**src/design/vbd_pkg.sv**
```systemverilog
// shared types and constants of the viterbi best path decoder
package vbd_pkg;

   // fixed field formats
   localparam int SCORE_BITS = 16;
   localparam int STATE_BITS = 5;
   localparam int TIME_BITS  = 6;
   localparam int NS_BITS    = 6;

   // default sizes
   localparam int DEF_MAX_STATES = 32;
   localparam int DEF_MAX_FRAMES = 64;
   localparam int DEF_ACC_BITS   = 24;

   // register map
   localparam logic CSR_NUM_STATES = 1'b0;
   localparam logic [NS_BITS-1:0] NUM_STATES_RESET = 6'd32;

   // input word
   typedef struct packed {
      logic                         mode;
      logic [STATE_BITS-1:0]        to_state;
      logic [STATE_BITS-1:0]        from_state;
      logic signed [SCORE_BITS-1:0] score;
      logic                         end_of_sequence;
   } req_word_type;

   // result word
   typedef struct packed {
      logic [TIME_BITS-1:0]  time_index;
      logic [STATE_BITS-1:0] best_state;
      logic                  last;
      logic                  overflow;
   } rsp_word_type;

   // classification done by the front end
   typedef enum logic [1:0] {
      KIND_LOAD,
      KIND_EMIT,
      KIND_DROP
   } item_kind_type;

   // queued word between front and back
   typedef struct packed {
      item_kind_type                kind;
      logic [STATE_BITS-1:0]        to_state;
      logic [STATE_BITS-1:0]        from_state;
      logic signed [SCORE_BITS-1:0] score;
      logic                         eos;
   } item_type;

   // back end sequencer states
   typedef enum logic [2:0] {
      ST_IDLE,
      ST_DECODE,
      ST_SCAN,
      ST_SCAN_END,
      ST_COMMIT,
      ST_EMIT,
      ST_TB_WAIT
   } back_state_type;

endpackage

```
**src/design/vbd_front.sv**
```systemverilog
// front end: accepts words, classifies them and queues them for the back end
module vbd_front
   import vbd_pkg::*;
#(
   parameter int MAX_STATES = DEF_MAX_STATES
) (
   input  logic                             clock,
   input  logic                             reset,
   input  logic [$clog2(MAX_STATES+1)-1:0]  ns,
   input  logic                             push,
   output logic                             full,
   input  req_word_type                     req_word,
   output logic                             q_valid,
   output item_type                         q_item,
   input  logic                             q_pop
);

   item_type   entry_ff [2];
   item_type   entry_in;
   logic       wr_ptr_ff, wr_ptr_in;
   logic       rd_ptr_ff, rd_ptr_in;
   logic [1:0] count_ff, count_in;
   logic       do_push, do_pop;
   logic       to_ok, from_ok, emit_ok;

   // classify the incoming word
   always_comb begin
      to_ok   = 32'(req_word.to_state) < MAX_STATES;
      from_ok = 32'(req_word.from_state) < MAX_STATES;
      emit_ok = 32'(req_word.to_state) < 32'(ns);
      entry_in.to_state   = req_word.to_state;
      entry_in.from_state = req_word.from_state;
      entry_in.score      = req_word.score;
      entry_in.eos        = req_word.end_of_sequence;
      if (req_word.mode == 1'b0) begin
         entry_in.kind = (to_ok && from_ok) ? KIND_LOAD : KIND_DROP;
      end else begin
         entry_in.kind = emit_ok ? KIND_EMIT : KIND_DROP;
      end
   end

   // two entry queue pointers
   always_comb begin
      full      = (count_ff == 2'd2);
      q_valid   = (count_ff != 2'd0);
      q_item    = entry_ff[rd_ptr_ff];
      do_push   = push && !full;
      do_pop    = q_pop && q_valid;
      wr_ptr_in = wr_ptr_ff ^ do_push;
      rd_ptr_in = rd_ptr_ff ^ do_pop;
      count_in  = count_ff + 2'(do_push) - 2'(do_pop);
   end

   always_ff @(posedge clock) begin
      if (reset) begin
         wr_ptr_ff <= 1'b0;
         rd_ptr_ff <= 1'b0;
         count_ff  <= 2'd0;
      end else begin
         wr_ptr_ff <= wr_ptr_in;
         rd_ptr_ff <= rd_ptr_in;
         count_ff  <= count_in;
      end
   end

   // queue storage
   always_ff @(posedge clock) begin
      if (do_push) begin
         entry_ff[wr_ptr_ff] <= entry_in;
      end
   end

endmodule

```
**config.mk**
```make
export PLATFORM = sky130hd
export DESIGN_NAME = vbd_front
export DESIGN_NICKNAME = d
export VERILOG_FILES = /design/src/design/vbd_pkg.sv /design/src/design/vbd_front.sv
export SDC_FILE = /design/constraint.sdc
export NUM_CORES = 1
export LEC_CHECK = 0
export BUFFER_PORTS_ARGS = -buffer_cell sky130_fd_sc_hd__buf_2
export CAP_MARGIN = 20
export CORE_ASPECT_RATIO = 0.6
export CORE_MARGIN = 2
export CORE_UTILIZATION = 55
export DETAILED_ROUTE_END_ITERATION = 8
export PLACE_DENSITY = 0.84
export SETUP_SLACK_MARGIN = 0.3
export SYNTH_ARGS = -nofsm -noshare
export SYNTH_HDL_FRONTEND = slang
export SYNTH_SLANG_ARGS = --single-unit
```
**constraint.sdc**
```tcl
create_clock -name clock -period 3.76 [get_ports clock]
set_input_delay 0 -clock clock [delete_from_list [all_inputs] [get_ports clock]]
set_output_delay 0 -clock clock [all_outputs]
set_load 0.005 [all_outputs]
```
After elaboration in Yosys (flattened, before gate mapping)
Memories as Yosys holds them, arrays and structs flattened. A register that Yosys moved wholly into a read port is not among the register bits. Index checks and enable logic that the tools add are counted.

Register bits after elaboration: 4. Memories kept: 1. RAM bits: 58. Logic and storage cells: 19.

Multiplexer cells: 5. Bitwise gates (word level): 2. $add $sub $neg: 2. Reduce and logical (&&, ||, !) cells: 4. Order comparisons: 1. Equality and inequality tests: 1.

Memories: entry_ff (words 2, width 29, rd ports 1, clocked after Yosys merged registers in 1, write ports 1, RTL line vbd_front.sv:18) `item_type entry_ff [2];`.

Operators with widths (count): less-than comparator 5 x 6 -> 1 bit (1); 2-to-1 mux 2 bit (2); 2-to-1 mux 1 bit (3); adder 2 x 1 -> 2 bit (1); == test 2 bit, second input constant (1); logical AND 1 bit (2); nonzero test 2 bit (1); subtractor 2 x 1 -> 2 bit (1); XOR 1 bit (2); logical NOT 1 bit (1).

Logic depth before layout (Yosys ltp)
Gate-level depths: netlist of run 1.

Word-level depth: 5. Gate-level depth with buffers: 8.

Least setup slack after synthesis of run 1
No wires, ideal clock.

Path kind: reg2reg. From: register count_ff[1]. To: memory entry_ff[1][0] (netlist bit), enable pin. Required time: 3.371 ns. Library setup time: 0.389 ns. Slack: 2.011 ns. Period minus slack after synthesis: 1.749 ns. Stages on the path, launching flop included: 5. Data arrival time: 1.361 ns. Path through: dfxtp_1 or2b_1 nand2_1 inv_1 ha_1.

Word-level cells in the longest chain between the ends: 5.

Ends and longest elaborated chain: from (decl) (RTL line vbd_front.sv:22) `logic [1:0] count_ff, count_in;`; from (signal assigned) (RTL line vbd_front.sv:62) `count_ff <= count_in;`; == test 2 bit (RTL line vbd_front.sv:44) `full = (count_ff == 2'd2);`; logical NOT 1 bit (RTL line vbd_front.sv:47) `do_push = push && !full;`; logical AND 1 bit (RTL line vbd_front.sv:47); 2-to-1 mux 1 bit (RTL line vbd_front.sv:68) `if (do_push) begin`; 2-to-1 mux 1 bit (not written as such) (RTL line vbd_front.sv:69) `entry_ff[wr_ptr_ff] <= entry_in;`; to (decl) (RTL line vbd_front.sv:18).

Every way passes these cells.

==> impl_results.md, run 1 <==
* Io pins at 69
* Worst endpoint data arrival time at 1.87 ns
* Commonest cells post-synth: edfxtp_1, mux2_2, inv_1
* Met3 wire len at around 330 um
* Buffer depth of the longest clock path at 2
* Max layer used: met4
* Final #Nets at 284
* Post-synth cell types at 22
* Number of synthesized flops with an enable pin at 58
* Port bufs at between 60 and 70
* # fillers at 230
* Initial antenna violation count at 0
* Synth Area in Adders at approximately 4.1%
* Setup_tns at 0 ns
* Final period util at 49.8%
* Register area share after synthesis at between 70% and 80%
* Vias in the first global route at 1,553
* Clock skew at 0.00985 ns
* Post-Syn Area at 0.00243 sq mm
* Post-layout min period at 1.87 ns
* Synth Warn # at 0
* Syn nets at approximately 180
* Clock slew at reported path FFs at 0.06 ns
* Post-CTS Resized at 0
* Multiplexer share of the synthesized area at 13.4%
* Fmax at 534 MHz
* Most frequent cell after synthesis: edfxtp_1
* XOR/XNOR share of the synthesized area at 1.39%
* Main combinational cell family by area after synthesis: multiplexers
* Max-Cap Viols at 0
* Hpwl dp at 2.82 mm
* LEAKAGE at around 0.0013 uW
* #FFs+latches synth at 62
* Simple-gate share of the synthesized area at between 2 and 3%
* Syn avg cell area at 18.7 sq um
* Maximum number of pins on one net before global-route repair at 30
* GPL Wtd Cong at 0.746
* Comb power frac at around a quarter
* Pwr/cell area at 564 mW/mm^2
* Crit path kind: flop to primary output
* Congestion Overflow GR at 0
* First-pass GRT wire length at 7.45 mm
* # H-tree levels at 3
* Switching share of power at 26.0%
* Run status: finished clean
* RSZ-0062 raised after global routing: false
* Seq pwr share at about half
* Row cnt at 18
* Area leader, netlist: edfxtp_1
* WL/cell at 15.2 um
* Initial DRC count at 81
* Worst-Margin Slew at 0.490 ns
* Drt first pass iters at 4
* DIE WIDTH at 89.8 um
* Share of total power in the clock network at approximately 24%
* Layout area overhead at 35.3%
* Post-synthesis compound-gate area fraction at 0.979%
* Worst-path fanout max at 21
* Ratio of cells with drive above 1 in the final layout at 46.7%
* Total CTS buffers at 9
* WHS at roughly 0.074 ns
* Req. time, crit path at ~3.8 ns
* Hold/Removal Path Class: input port to flop
* Peak supply drop at about 0.37 mV
* Final hold vios at 0
* Setup crit start kind: flop
* Starting density of the core at 58.3%
* CP Capture Type: primary output
* Cell count after synthesis at 130
* Chip height at between 50 and 60 um
* Worst skew pair latency at ~0.33 ns
* P_sw at around 480 uW
* Antenna cells at 0
* DIE AREA at between 0.004 and 0.005 sq mm
* CTS tree: yes
* Clock sink count at 62
* Final Max Tran Viols at 0
* Yosys top cell area share at slightly above 70%
* Internal Power at 1370 uW
* Post-DRT Antenna Nets at 0
* Met2 WL at 2.36 mm
* Vias at 1,464
* M1 WL at around 1.9 mm
* Finish-stage setup viols at 0
* Vias per std cell at approximately 4.8
* Async SR Flop Fraction at 0%
* Residual DRC at 0
* CTS root buf: clkbuf_8
* Slew margin rel. at between 60% and 70%
* Synth area leaders: edfxtp_1, mux2_2, ha_1
* Global Route Usage Sum at just over 20%
* Worst reg2reg setup slack at 2.03 ns
* Routed wire length at 4.59 mm
* Ys flop type: edfxtp_1
* Placeable Area at 0.00417 sq mm
==> critical path, stage by stage (launching register included) <==
cell	delay, ns
dfxtp_1	0.63
buf_4	0.38
mux2_2	0.39
buf_2	0.13
==> state kept, by name, indices dropped and copies added (netlist names) <==
signal and cells:
entry_ff 58, count_ff 2, rd_ptr_ff 1, wr_ptr_ff 1
==> area by class of cell <==
cell class	instances	area (sq um)	area share, %
clock inverter	3	12.5	0.381
tap	60	75.1	2.28
clock buffer	12	135	4.11
timing repair buffer	100	653	19.9
sequential	62	1820	55.4
inverter	9	33.8	1.03
multi-input combinational	56	556	16.9
==> through the flow <==
| step | utilization (%) | total power, uW | instances | instance area [sq um] | setup WS [ns] |
|---|---|---|---|---|---|
| detailed placement | 68.4 | 1390 | 258 | 2850 | 2.04 |
| floorplan | - | 1210 | 130 | 2430 | 2.01 |
| global placement | 68.4 | 1360 | 258 | 2850 | 2.11 |
| finish | 78.9 | 1850 | 302 | 3290 | 1.89 |
| CTS | 78.9 | 1870 | 302 | 3290 | 1.86 |
| global route | 78.9 | 1950 | 302 | 3290 | 1.79 |
==> worst paths after layout <==
check | start | to | cells past startpoint
max | rd_ptr_ff$_SDFF_PP0_ | q_item[15] | 3
min | q_pop | rd_ptr_ff$_SDFF_PP0_ | 4
max reg2reg | count_ff[1]$_SDFF_PP0_ | count_ff[1]$_SDFF_PP0_ | 8
min reg2reg | count_ff[1]$_SDFF_PP0_ | count_ff[1]$_SDFF_PP0_ | 2
==> cells by family (layout without fill, tap and decap cells) <==
group	Yosys count	in the layout
buf+inv	12	124
mux	29	29
xor+xnor	3	3
compound gates	4	4
fa+ha+maj	8	8
flops	62	62
simple gates	12	12
==> power by group through the flow <==
stage	registers, uW	logic, uW	clock network [uW]
6_report	920	486	449
3_3_place_gp	926	438	0
5_1_grt	931	530	491
2_1_floorplan	913	298	0
4_1_cts	922	486	461
3_5_place_dp	935	457	0
==> layout by cell type (no fill, tap or decap) <==
master / instances
clkbuf_1: 3
or2_4: 1
nor2_1: 4
edfxtp_1: 58
xnor2_2: 1
buf_4: 3
o22ai_1: 1
dlygate4sd3_1: 29
buf_2: 68
nand2b_1: 1
nor2b_1: 1
a21o_1: 1
xnor2_1: 1
and2_4: 1
mux2_2: 29
clkbuf_8: 9
clkinv_2: 1
dfxtp_1: 4
a21oi_1: 2
or2b_1: 1
xor2_1: 1
nand2_1: 1
clkinv_1: 2
and2_1: 1
nand4b_1: 1
inv_1: 9
ha_1: 8
==> per-layer routing <==
layer | vias up | track usage (%)
li1 | 703 | -
met1 | 705 | 21.8
met2 | 52 | 35.8
met3 | 4 | 10.6
met4 | 0 | 4.62
met5 | - | 0
==> timing repair <==
item / CTS / global route
endpoints found under the hold margin: 60 / 0
hold buffers: 29 / 0
setup buffers: 0 / 0
Note: power is estimated with default switching activity, not from simulation.
==> run 2, diff against run 1 <==
Settings changed: CORE_UTILIZATION 55 to 46, PLACE_DENSITY 0.84 to 0.75.
Clock period 3.76 ns to 1.6 ns, I/O delays scaled along.
==> impl_results.md, run 2 (same netlist as run 1, synthesis figures left out) <==
* Run status: finished clean
* Pwr/cell area at 1430 mW/mm^2 (+150%)
* Commonest non-fill, non-tap cell in the layout: edfxtp_1
* Clock skew at 0.00685 ns (-0.00300 ns)
* Ratio of cells with drive above 1 in the final layout at 57.0% (+10 points)
* Setup_tns at 0 ns (unchanged)
* Hpwl dp at 2.57 mm (-9.0%)
* Final #Nets at 298 (+4.9%)
* Residual DRC at 0 (unchanged)
* Max reg flops at 58 (unchanged)
* Vias in the first global route at 1,563 (+0.64%)
* Commonest non-fill, non-tap cells in the layout: edfxtp_1, buf_2, buf_6
* Setup crit start kind: flop
* Chip height at 60.3 um (+8.7%)
* Row cnt at 20 (+2)
* Congestion Overflow GR at 0 (unchanged)
* CTS tree: yes
* First-pass GRT wire length at 7.42 mm (-0.38%)
* DIE WIDTH at 97.8 um (+8.9%)
* Final hold vios at 0 (unchanged)
* Global Route Usage Sum at 17.5% (-2.7 points)
* # H-tree levels at 3 (unchanged)
* CP Capture Type: flop
* Final Max Tran Viols at 0 (unchanged)
* WHS at 0.0991 ns (+0.0247 ns)
* Worst endpoint data arrival time at 1.80 ns (-0.07 ns)
* Fmax at about 630 MHz
* Peak supply drop at 0.963 mV (+160%)
* Vias per std cell at 4.66 (-3.9%)
* Slew margin rel. at 88.5% (+21 points)
* CTS root buf: clkbuf_8
* Io pins at 69 (unchanged)
* Worst-Margin Slew at 0.173 ns (-0.317 ns)
* Layout area overhead at 64.3%
* Antenna cells at 0 (unchanged)
* Port bufs at 68 (unchanged)
* Maximum number of pins on one net before global-route repair at 16 (-47%)
* Vias at 1,500 (+2.5%)
* Finished Cell Area at 0.00399 sq mm (+21%)
* Buffer depth of the longest clock path at 2 (unchanged)
* Placeable Area at 0.00508 sq mm (+22%)
* Req. time, crit path at 1.83 ns (-1.93 ns)
* Final Util at 78.6% (-0.32 points)
* Worst skew pair latency at 0.33 ns (about the same)
* Initial antenna violation count at 0 (unchanged)
* Routed wire length at 5.02 mm (+9.4%)
* Worst-path fanout max at 3 (-86%)
* Clock slew at reported path FFs at 0.07 ns (about the same)
* Finish-stage setup viols at 0 (unchanged)
* Clock sink count at 62 (unchanged)
* Initial DRC count at 21 (-74%)
* Total CTS buffers at 9 (unchanged)
* Drt first pass iters at 4 (unchanged)
* Post-layout min period at 1.58 ns
* Post-DRT Antenna Nets at 0 (unchanged)
* GPL Wtd Cong at 0.664 (-11%)
* Top Registers: entry_ff (58), count_ff (2)
* Final period util at a little over nine tenths
* LEAKAGE at 0.00163 uW (+22%)
* Crit path kind: flop to flop
* Starting density of the core at 47.8% (-10 points)
* Max-Cap Viols at 0 (unchanged)
* WL/cell at 15.6 um (+2.6%)
* Hold/Removal Path Class: input port to flop
* Largest reg by FF count: entry_ff
* RSZ-0062 raised after global routing: true
* Placed cell area at 0.00290 sq mm (+1.8%)
* DIE AREA at 0.00590 sq mm (+18%)
## run 2: cell types whose count changed in the layout (fill, tap and decap cells not counted), sizes merged
| cell | previous run | this run |
|---|---|---|
| clkbuf | 12 | 9 |
| bufinv | 0 | 1 |
| clkinvlp | 0 | 2 |
| buf | 71 | 85 |
## run 2: final timing paths
check	startpoint	end	slack, ns	depth (start not counted)
worst min-delay path	ns[5]	entry_ff[0][27]$_DFFE_PP_	0.1	3
worst max register to register	count_ff[0]$_SDFF_PP0_	count_ff[1]$_SDFF_PP0_	0.02	8
worst max-delay path	count_ff[0]$_SDFF_PP0_	count_ff[1]$_SDFF_PP0_	0.02	8
worst min register to register	count_ff[1]$_SDFF_PP0_	count_ff[1]$_SDFF_PP0_	0.54	2
## run 2: layer usage
metal,vias up,track usage [%],routed length (um)
li1,733,-,-
met1,707,21.7,2250
met2,52,29.4,2440
met3,8,7.37,272
met4,0,4.17,65
met5,-,0,0
## run 2: critical path, stage by stage (launching register included)
cell and delay [ns]:
dfxtp_2 0.33, or2_4 0.24, and2_4 0.15, ha_4 0.25, inv_2 0.04, ha_4 0.15, xor2_2 0.14, xnor2_1 0.13
nor2_1 0.05
## run 2: repair_timing
| item | CTS | global route |
|---|---|---|
| cloned | 4 | 0 |
| pin swaps | 2 | 0 |
| setup buffers | 9 | 1 |
| setup endpoints to repair | 89 | 91 |
| endpoints found under the hold margin | 60 | 0 |
| hold buffers | 29 | 0 |
| resized for setup | 28 | 50 |
## run 2: area by class of cell
| cell class | count | area [sq um] |
|---|---|---|
| clock buffer | 9 | 124 |
| inverter | 9 | 33.8 |
| fill | 287 | 1090 |
| tap | 66 | 82.6 |
| timing repair buffer | 114 | 1110 |
| sequential | 62 | 1830 |
| multi-input combinational | 56 | 747 |
| clock inverter | 6 | 63.8 |
## run 2: stage by stage
stage	worst slack (ns)	power [uW]	std cells
2_1_floorplan	0.0123	2900	130
3_3_place_gp	0.00866	3330	264
3_5_place_dp	-0.00343	3350	264
4_1_cts	0.0165	5290	321
5_1_grt	-0.0878	6030	322
6_report	0.0212	5720	322
## run 2: power breakdown
part / switching [uW] / internal [uW]
sequential: 84.3 / 2070
clock: 580 / 706
combinational: 803 / 1480
total: 1470 / 4250
